<file path="config.mk">
export PLATFORM = sky130hd
export DESIGN_NAME = h264_access_unit_splitter_top
export DESIGN_NICKNAME = d
export VERILOG_FILES = /design/src/rtl/aus_pkg.sv /design/src/rtl/aus_cell.sv /design/src/rtl/aus_ctrl.sv /design/src/rtl/aus_obuf.sv /design/src/rtl/h264_access_unit_splitter_top.sv
export SDC_FILE = /design/constraint.sdc
export NUM_CORES = 1
export LEC_CHECK = 0
export BUFFER_PORTS_ARGS = -buffer_cell sky130_fd_sc_hd__buf_2
export CORE_MARGIN = 2
export CORE_UTILIZATION = 53
export CTS_CLUSTER_SIZE = 16
export DETAILED_ROUTE_END_ITERATION = 6
export GPL_ROUTABILITY_DRIVEN = 0
export PLACE_DENSITY = 0.78
export SYNTH_ARGS = -nofsm -noshare
export SYNTH_HDL_FRONTEND = slang
export SYNTH_SLANG_ARGS = --single-unit
</file>
<file path="constraint.sdc">
create_clock -name clk -period 2.2 [get_ports clk]
set_input_delay 0.33 -clock clk [delete_from_list [all_inputs] [get_ports clk]]
set_output_delay 0.33 -clock clk [all_outputs]
set_load 0.02 [all_outputs]
</file>
<file path="src/rtl/aus_pkg.sv">
// shared types and constants for the access unit splitter
// no dependencies
`timescale 1ns / 1ps

package aus_pkg;

  localparam int WINDOW_BYTES = 8;
  localparam int IDX_W        = $clog2(WINDOW_BYTES);
  localparam int FILL_W       = $clog2(WINDOW_BYTES + 1);

  localparam logic [4:0] TYPE_MASK     = 5'h1f;
  localparam logic [IDX_W-1:0] SKIP_LEN = IDX_W'(WINDOW_BYTES - 1);

  localparam logic [4:0] NAL_SLICE     = 5'd1;
  localparam logic [4:0] NAL_IDR       = 5'd5;
  localparam logic [4:0] NAL_SEI       = 5'd6;
  localparam logic [4:0] NAL_SPS       = 5'd7;
  localparam logic [4:0] NAL_PPS       = 5'd8;
  localparam logic [4:0] NAL_RSVD15    = 5'd15;
  localparam logic [4:0] NAL_SLICE_EXT = 5'd20;

  typedef logic [WINDOW_BYTES-1:0][7:0] window_t;

  typedef struct packed {
    logic [7:0] byte_out;
    logic       window_full;
    logic       unit_begins;
    logic       first_slice_found;
  } result_t;

endpackage

</file>
<file path="src/rtl/aus_cell.sv">
// one byte stage of the stream window, shifts toward the oldest end
// depends on nothing
`timescale 1ns / 1ps

module aus_cell (
  input  logic       clk,
  input  logic       shift,
  input  logic [7:0] d,
  output logic [7:0] q
);

  logic [7:0] stored;

  always_ff @(posedge clk) begin
    if (shift) begin
      stored <= d;
    end
  end

  assign q = stored;

endmodule

</file>
<file path="src/rtl/aus_ctrl.sv">
// start code detection, phase, skip and fill tracking for one window step
// depends on aus_pkg
`timescale 1ns / 1ps

module aus_ctrl import aus_pkg::*; (
  input  logic    clk,
  input  logic    rst,
  input  logic    step,
  input  window_t win,
  output result_t res
);

  logic              end_phase;
  logic [IDX_W-1:0]  skip_count;
  logic [FILL_W-1:0] fill_count;

  logic              end_phase_next;
  logic [IDX_W-1:0]  skip_count_next;
  logic [FILL_W-1:0] fill_count_next;

  logic       start_code;
  logic [4:0] nal_type;
  logic       first_slice;
  logic       other_boundary;
  logic       full;
  logic       begins;
  logic       found;
  logic       phase_mid;

  assign start_code = (win[0] == 8'h00) && (win[1] == 8'h00) && (win[2] == 8'h01);
  assign nal_type   = win[3][4:0] & TYPE_MASK;

  assign first_slice = start_code &&
    ((((nal_type == NAL_SLICE) || (nal_type == NAL_IDR)) && win[4][7]) ||
     ((nal_type == NAL_SLICE_EXT) && win[WINDOW_BYTES-1][7]));

  assign other_boundary = start_code &&
    ((nal_type == NAL_SEI) || (nal_type == NAL_SPS) ||
     (nal_type == NAL_PPS) || (nal_type == NAL_RSVD15));

  assign full = fill_count >= FILL_W'(WINDOW_BYTES - 1);

  always_comb begin
    begins          = 1'b0;
    found           = 1'b0;
    phase_mid       = end_phase;
    end_phase_next  = end_phase;
    skip_count_next = skip_count;
    fill_count_next = (fill_count < FILL_W'(WINDOW_BYTES)) ?
                      fill_count + FILL_W'(1) : fill_count;
    if (full) begin
      if (skip_count != '0) begin
        skip_count_next = skip_count - IDX_W'(1);
      end else begin
        begins    = end_phase && (first_slice || other_boundary);
        phase_mid = begins ? 1'b0 : end_phase;
        if (!phase_mid && first_slice) begin
          found           = 1'b1;
          end_phase_next  = 1'b1;
          skip_count_next = SKIP_LEN;
        end else begin
          end_phase_next = phase_mid;
        end
      end
    end
  end

  always_ff @(posedge clk) begin
    if (rst) begin
      end_phase  <= 1'b0;
      skip_count <= '0;
      fill_count <= '0;
    end else if (step) begin
      end_phase  <= end_phase_next;
      skip_count <= skip_count_next;
      fill_count <= fill_count_next;
    end
  end

  assign res.byte_out          = full ? win[0] : 8'h00;
  assign res.window_full       = full;
  assign res.unit_begins       = begins;
  assign res.first_slice_found = found;

  // skipping only happens after a first slice
  a_skip_in_end_phase: assert property (@(posedge clk) disable iff (rst)
    (skip_count != '0) |-> end_phase)
    else $error("skip count running outside end phase");

  a_found_arms_skip: assert property (@(posedge clk) disable iff (rst)
    (step && res.first_slice_found) |=> (end_phase && skip_count == SKIP_LEN))
    else $error("first slice did not arm the skip");

  a_begins_needs_end_phase: assert property (@(posedge clk) disable iff (rst)
    (step && res.unit_begins) |-> (end_phase && skip_count == '0 && full))
    else $error("unit boundary outside end phase");

  a_fill_bounded: assert property (@(posedge clk) disable iff (rst)
    fill_count <= FILL_W'(WINDOW_BYTES))
    else $error("fill count overran window size");

endmodule

</file>
<file path="src/rtl/aus_obuf.sv">
// two-entry result buffer between the window step and the output channel
// depends on aus_pkg
`timescale 1ns / 1ps

module aus_obuf import aus_pkg::*; (
  input  logic    clk,
  input  logic    rst,
  input  logic    push,
  input  result_t push_data,
  output logic    has_room,
  output logic    head_valid,
  input  logic    pop_ready,
  output result_t head_data
);

  result_t head;
  result_t tail;
  logic    head_full;
  logic    tail_full;
  logic    pop;

  assign has_room   = !tail_full;
  assign head_valid = head_full;
  assign head_data  = head;
  assign pop        = head_full && pop_ready;

  always_ff @(posedge clk) begin
    if (rst) begin
      head_full <= 1'b0;
      tail_full <= 1'b0;
    end else begin
      if (pop) begin
        if (tail_full) begin
          tail_full <= 1'b0;
        end else if (!push) begin
          head_full <= 1'b0;
        end
      end else if (push) begin
        if (!head_full) begin
          head_full <= 1'b1;
        end else begin
          tail_full <= 1'b1;
        end
      end
    end
  end

  always_ff @(posedge clk) begin
    if (pop) begin
      if (tail_full) begin
        head <= tail;
      end else if (push) begin
        head <= push_data;
      end
    end else if (push) begin
      if (!head_full) begin
        head <= push_data;
      end else begin
        tail <= push_data;
      end
    end
  end

  a_no_overflow: assert property (@(posedge clk) disable iff (rst)
    tail_full |-> head_full)
    else $error("tail entry held without head entry");

endmodule

</file>
<file path="src/rtl/h264_access_unit_splitter_top.sv">
// top level of the annex b access unit splitter
// depends on aus_pkg, aus_cell, aus_ctrl, aus_obuf
//
//   channel | signals                                     | dir
//   --------+---------------------------------------------+----
//   in      | in_valid, in_ready, data_byte               | in
//   out     | out_valid, out_ready, byte_out, window_full,| out
//           | unit_begins, first_slice_found              |
//
// one byte per cycle while in_ready is high; each transfer in yields one result transfer out
// result for a byte is registered into the result buffer with its transfer
// byte_out lags the input stream by seven bytes through the eight-cell window
// a two-entry result buffer absorbs a result while the output stalls; in_ready drops when both are held
// rst clears phase, skip and fill state and empties the result buffer; the window contents need no reset
`timescale 1ns / 1ps

module h264_access_unit_splitter_top import aus_pkg::*; (
  input  logic       clk,
  input  logic       rst,
  input  logic       in_valid,
  output logic       in_ready,
  input  logic [7:0] data_byte,
  output logic       out_valid,
  input  logic       out_ready,
  output logic [7:0] byte_out,
  output logic       window_full,
  output logic       unit_begins,
  output logic       first_slice_found
);

  logic    step;
  window_t cur;
  window_t win_next;
  result_t res;
  result_t head;

  assign step = in_valid && in_ready;

  // next window contents: each cell takes its younger neighbor
  always_comb begin
    for (int i = 0; i < WINDOW_BYTES - 1; i++) begin
      win_next[i] = cur[i+1];
    end
    win_next[WINDOW_BYTES-1] = data_byte;
  end

  for (genvar g = 0; g < WINDOW_BYTES; g++) begin : g_cell
    aus_cell u_cell (
      .clk   (clk),
      .shift (step),
      .d     (win_next[g]),
      .q     (cur[g])
    );
  end

  aus_ctrl u_ctrl (
    .clk  (clk),
    .rst  (rst),
    .step (step),
    .win  (win_next),
    .res  (res)
  );

  aus_obuf u_obuf (
    .clk        (clk),
    .rst        (rst),
    .push       (step),
    .push_data  (res),
    .has_room   (in_ready),
    .head_valid (out_valid),
    .pop_ready  (out_ready),
    .head_data  (head)
  );

  assign byte_out          = head.byte_out;
  assign window_full       = head.window_full;
  assign unit_begins       = head.unit_begins;
  assign first_slice_found = head.first_slice_found;

endmodule
</file>
# Word level (Yosys, flattened, before mapping)

Cells that the tools add are included.

Reductions and logical operators: 32
Bitwise gates (word level): 2
Eq/ne operators: 11
$lt $le $gt $ge: 2
Add/subtract/negate cells: 2
Multiplexer cells: 19

Operators with widths:

| cell                  | count |
|---|---|
| $mux W11              | 5 |
| $logic_not A8 Y1      | 2 |
| $eq A5 B3 Y1 const B  | 3 |
| $reduce_and A3 Y1     | 5 |
| $mux W1               | 11 |
| $eq A5 B4 Y1 const B  | 2 |
| $logic_and A1 B1 Y1   | 10 |
| $eq A8 B1 Y1 const B  | 1 |
| $mux W8               | 1 |
| $logic_or A1 B1 Y1    | 6 |
| $mux W3               | 2 |
| $ne A2 B2 Y1 const B  | 3 |
| $reduce_bool A2 Y1    | 3 |
| $eq A5 B1 Y1 const B  | 1 |
| $eq A5 B5 Y1 const B  | 1 |
| $add A4 B1 Y4 const B | 1 |
| $ge A4 B3 Y1 const B  | 1 |
| $lt A4 B4 Y1 const B  | 1 |
| $reduce_and A2 Y1     | 2 |
| $reduce_bool A3 Y1    | 1 |
| $sub A3 B1 Y3 const B | 1 |
| $logic_not A1 Y1      | 2 |
| $not A1 Y1            | 2 |
| $reduce_or A2 Y1      | 1 |

Output and inout bits: 13
Logic and storage cells: 88
Register bits after elaboration: 88

# Depth between registers and ports, before layout

Word-level depth: 16
Mapped depth: 7

# Modules after synthesis

A second synthesis with hierarchy kept.

Cells, all modules: 184
Area total of the unflattened synthesis: 3,255.6 um^2

By module, submodules not included:

| module                        | cells an instance | area each (um^2) | seq. area each (um^2) | times used |
|---|---|---|---|---|
| aus_cell                      | 8                 | 240.2            | 240.2                 | 7 |
| aus_obuf                      | 47                | 934.6            | 700.7                 | 1 |
| aus_ctrl                      | 80                | 633.1            | 160.2                 | 1 |
| h264_access_unit_splitter_top | 1                 | 6.3              | 0.0                   | 1 |

# Least setup slack after synthesis

OpenSTA, ideal clock, no wires.

Path type: register to register
Start: register u_obuf.tail_full
End: register, netlist name u_obuf.head_data[0]
Arrival: 1,918 ps
Slack: -100 ps
Stages on the path, launching flop included: 5
Buffers on the path: 0
Cells stage by stage: dfxtp_1 > nand2b_1 > inv_2 > a21oi_1 > a21oi_1

Longest elaborated chain between the ends: 4

RTL lines:

| element                         | line                                | source |
|---|---|---|
| from (decl)                     | aus_obuf.sv:19                      | `logic tail_full;` |
| from (signal assigned)          | aus_obuf.sv:30                      | `tail_full <= 1'b0;` |
| from (signal assigned)          | aus_obuf.sv:34                      | `tail_full <= 1'b0;` |
| from (signal assigned)          | aus_obuf.sv:42                      | `tail_full <= 1'b1;` |
| $logic_not A1 Y1 (*)            | aus_obuf.sv:22                      | `assign has_room = !tail_full;` |
| $logic_and A1 B1 Y1 (*)         | h264_access_unit_splitter_top.sv:37 | `assign step = in_valid && in_ready;` |
| net g_cell[1].u_cell.shift      | aus_cell.sv:7                       | `input logic shift,` |
| $reduce_bool A2 Y1 (no line)    | n/a                                 |  |
| $reduce_and A3 Y1 (no line) (*) | n/a                                 |  |

The timed path passes the listed nets; every way through them passes the cells marked *.
A chain may end at the register's enable or synchronous reset.

# Final worst setup path

Start: register g_cell[3].u_cell.stored[3]
End: register, netlist name u_obuf.head_data[0]

Longest elaborated chain between the ends: 14

RTL lines:

| element                                | line                           | source |
|---|---|---|
| from (decl)                            | aus_cell.sv:12                 | `logic [7:0] stored;` |
| from (signal assigned)                 | aus_cell.sv:16                 | `stored <= d;` |
| $eq A8 B1 Y1 (*)                       | aus_ctrl.sv:30                 | `assign start_code = (win[0] == 8'h00) && (win[1] == 8'h00) && (win[2] == 8'h01);` |
| $logic_and A1 B1 Y1 (*)                | aus_ctrl.sv:30                 |  |
| $logic_and A1 B1 Y1 (on tied branches) | aus_ctrl.sv:33, aus_ctrl.sv:37 |  |
| $logic_or A1 B1 Y1                     | aus_ctrl.sv:55                 | `begins = end_phase && (first_slice \|\| other_boundary);` |
| $logic_and A1 B1 Y1                    | aus_ctrl.sv:55                 |  |
| $mux W1                                | aus_ctrl.sv:56                 | `phase_mid = begins ? 1'b0 : end_phase;` |
| $logic_not A1 Y1                       | aus_ctrl.sv:57                 | `if (!phase_mid && first_slice) begin` |
| $logic_and A1 B1 Y1 (*)                | aus_ctrl.sv:57                 |  |
| $mux W1 (*)                            | aus_ctrl.sv:57                 |  |
| $mux W1 (*)                            | aus_ctrl.sv:52                 | `if (skip_count != '0) begin` |
| $mux W1 (*)                            | aus_ctrl.sv:51                 | `if (full) begin` |
| $mux W11 (on tied branches)            | aus_obuf.sv:56, aus_obuf.sv:52 |  |
| $mux W11 (on tied branches)            | aus_obuf.sv:55, aus_obuf.sv:50 |  |
| $mux W11 (*)                           | aus_obuf.sv:49                 | `if (pop) begin` |

Every way passes the cells marked *; elsewhere a longest branch is shown, timed or not. The select of a mux whose other input is x is not followed.

==> run summary <==
status: completed
DR vias: 1575
nets: 231
maximum number of pins on one net before global-route repair: 23
ANT nets after route: 0
Synth async-reset ratio: 0%
setup violators final: 0
top cells by count, synth: 78 x edfxtp_1, 10 x dfxtp_1, 9 x and2_1, 9 x mux2_2, 9 x nor2_1
# Post-CTS Setup Buffers: 0
WP data arrival: 1.99 ns
RSZ-0062 raised after global routing: false
Synth area leader: edfxtp_1
Synth Warn #: 0
TritonCTS clock tree: yes
Hold WS: 0.159 ns
crit-path max FO: 4
Slew @ Worst Pin: 0.586 ns
gr usage total: 15.3%
area of the multi-input gates: 636 um^2
Synth area leaders: edfxtp_1 73%, dfxtp_1 6.2%, mux2_2 3.2%
drt pass-1 iters: 4
Tot Pwr: 3.53 mW
diodes inserted: 0
clk sink count: 88
Filler cells: 434
placement row count: 28
Post-Syn Nets: 197
Hold Fails Final Rpt: 0
Avg WL per Cell: 15.1 um
Peak Freq: 550 MHz
count leader, synth: edfxtp_1
Final Cycle Share: 82.6%
final setup margin: 0.383 ns
Post-Synthesis Cells: 182
clock latency on the worst-skew pair: 0.34 ns
Post-route DRC: 0
setup TNS: 0 ns
Post-Layout Cell Count: 296
Area Overhead vs Synth: 15.2%
Mean Syn Cell Area: 17.7 um^2
I/O pin count: 25
Seq/Total Area, Yosys: 79.1%
die area: 6700 um^2
Clk pin slew, worst setup/hold paths: 0.09 ns
Die W: 81.9 um
# port buffers: 24
EDFF count, synth: 78
final critical-path required period: 1.82 ns
synth unique cells: 38
post-DP HPWL: 2930 um
fin util: 62.9%
reg2reg path depth: 4
First DRT Iteration DRCs: 79
hold path depth: 1
core area: 5890 um^2
post_cts resized: 0
peak supply drop: 694 uV
WP data required: 2.37 ns
Placed Area: 3440 um^2
Synth Register Bits: 88
final instance area: 3700 um^2
DP Worst Slack: 0.367 ns
Die Span Y: 81.9 um
vias per cell: 5.32
Remaining Overflow, GRT: 0
pwr dens: 953 nW/um^2
vias in the first global route: 1574
Startpoint Class: flip-flop
Synth Flop Type: edfxtp_1
initial core utilization: 54.6%
initial antenna violation count: 0
post-synth top area share: 72.9%
first-pass GRT wire length: 7290 um
H-Tree Depth: 3
Pleak: 1.35 nW
HP Class: in -> reg
CTS Buf Count: 9
layout cell share with drive strength beyond 1: 28.5%
final WL: 4480 um
hold buffer count at cts: 0
Synth Cell Area: 3210 um^2
max_slew headroom: 61.0%
WS Path Type: reg -> reg
Final Skew: 0.0102 ns
clock root cell: clkbuf_8
CTS Buffer Depth: 2
max capacitance violation total: 0
crit end category: flip-flop
max-slew violations: 0
Cells after DPL: 280
Register Area: 2540 um^2
registers in the layout (all words and copies together) (netlist names):
name	count
g_cell.u_cell.q	56
u_obuf.head_data	11
u_obuf.tail	11
u_ctrl.fill_count	4
u_ctrl.skip_count	3
u_ctrl.end_phase	1
u_obuf.head_valid	1
u_obuf.tail_full	1
worst max-delay path: stages (launching register included):
cell and delay (ns):
edfxtp_1 0.41, nor4_2 0.34, nand4_2 0.20, or3_4 0.46
o31ai_2 0.25
cell usage in the layout, fill, tap and decap left out, types with 2 or more instances in the layout:
cell | netlist | layout
clkbuf_8 | 0 | 9
and3_1 | 2 | 2
edfxtp_1 | 78 | 78
nor2_1 | 9 | 9
a21oi_1 | 6 | 6
inv_1 | 4 | 4
buf_4 | 0 | 3
nor3_1 | 6 | 6
a21o_1 | 2 | 2
a211oi_1 | 2 | 2
mux2_2 | 9 | 9
buf_2 | 1 | 24
nor4_2 | 3 | 3
nor2b_1 | 2 | 2
o31ai_2 | 2 | 2
dfxtp_1 | 10 | 10
ha_1 | 3 | 3
nand2b_1 | 2 | 2
bufinv_16 | 0 | 4
and2_1 | 9 | 9
nand2_1 | 8 | 8
nor4_1 | 2 | 2
o21ai_0 | 2 | 2
metal layers:
metal | share of wire (%) | vias up | global-route usage [%]
met5 | 0 | - | 0
met4 | 1.4 | 0 | 10.2
li1 | - | 760 | -
met1 | 45 | 781 | 18.7
met2 | 50 | 28 | 24.5
met3 | 3.3 | 6 | 3.30
layout make-up:
class	count	area share (%)
clock buffer	9	3.35
clock inverter	7	3.85
inverter	5	0.575
multi-input combinational	85	17.2
sequential	88	68.7
tap	75	2.53
timing repair buffer	27	3.85
cell families after synthesis:
logic type                 count (synthesis)  share of synthesized area (%)
buffers and inverters                      9                           1.09
xor gates and xnor gates                   2                          0.545
DFF                                       88                           79.1
AOI/OAI and AO/OA                         20                           4.59
muxes                                     10                           3.47
and+or+nand+nor                           50                           10.0
adders and majority gates                  3                           1.17
report_power, final:
part / total, mW / internal (mW) / switching [mW]
sequential: 1.97 / 1.93 / 0.0453
combinational: 0.132 / 0.0425 / 0.0890
clock: 1.42 / 0.873 / 0.548
total: 3.53 / 2.84 / 0.683
final timing paths:
check	startpoint	to	slack, ns
worst max-delay path	g_cell[3].u_cell.q[3]	u_obuf.head_data[0]	0.38
worst min-delay path	data_byte[6]	g_cell[7].u_cell.q[6]	0.16
worst max register to register	g_cell[3].u_cell.q[3]	u_obuf.head_data[0]	0.38
worst min register to register	g_cell[6].u_cell.q[2]	g_cell[5].u_cell.q[2]	0.42
(Power assumes the default switching activity.)
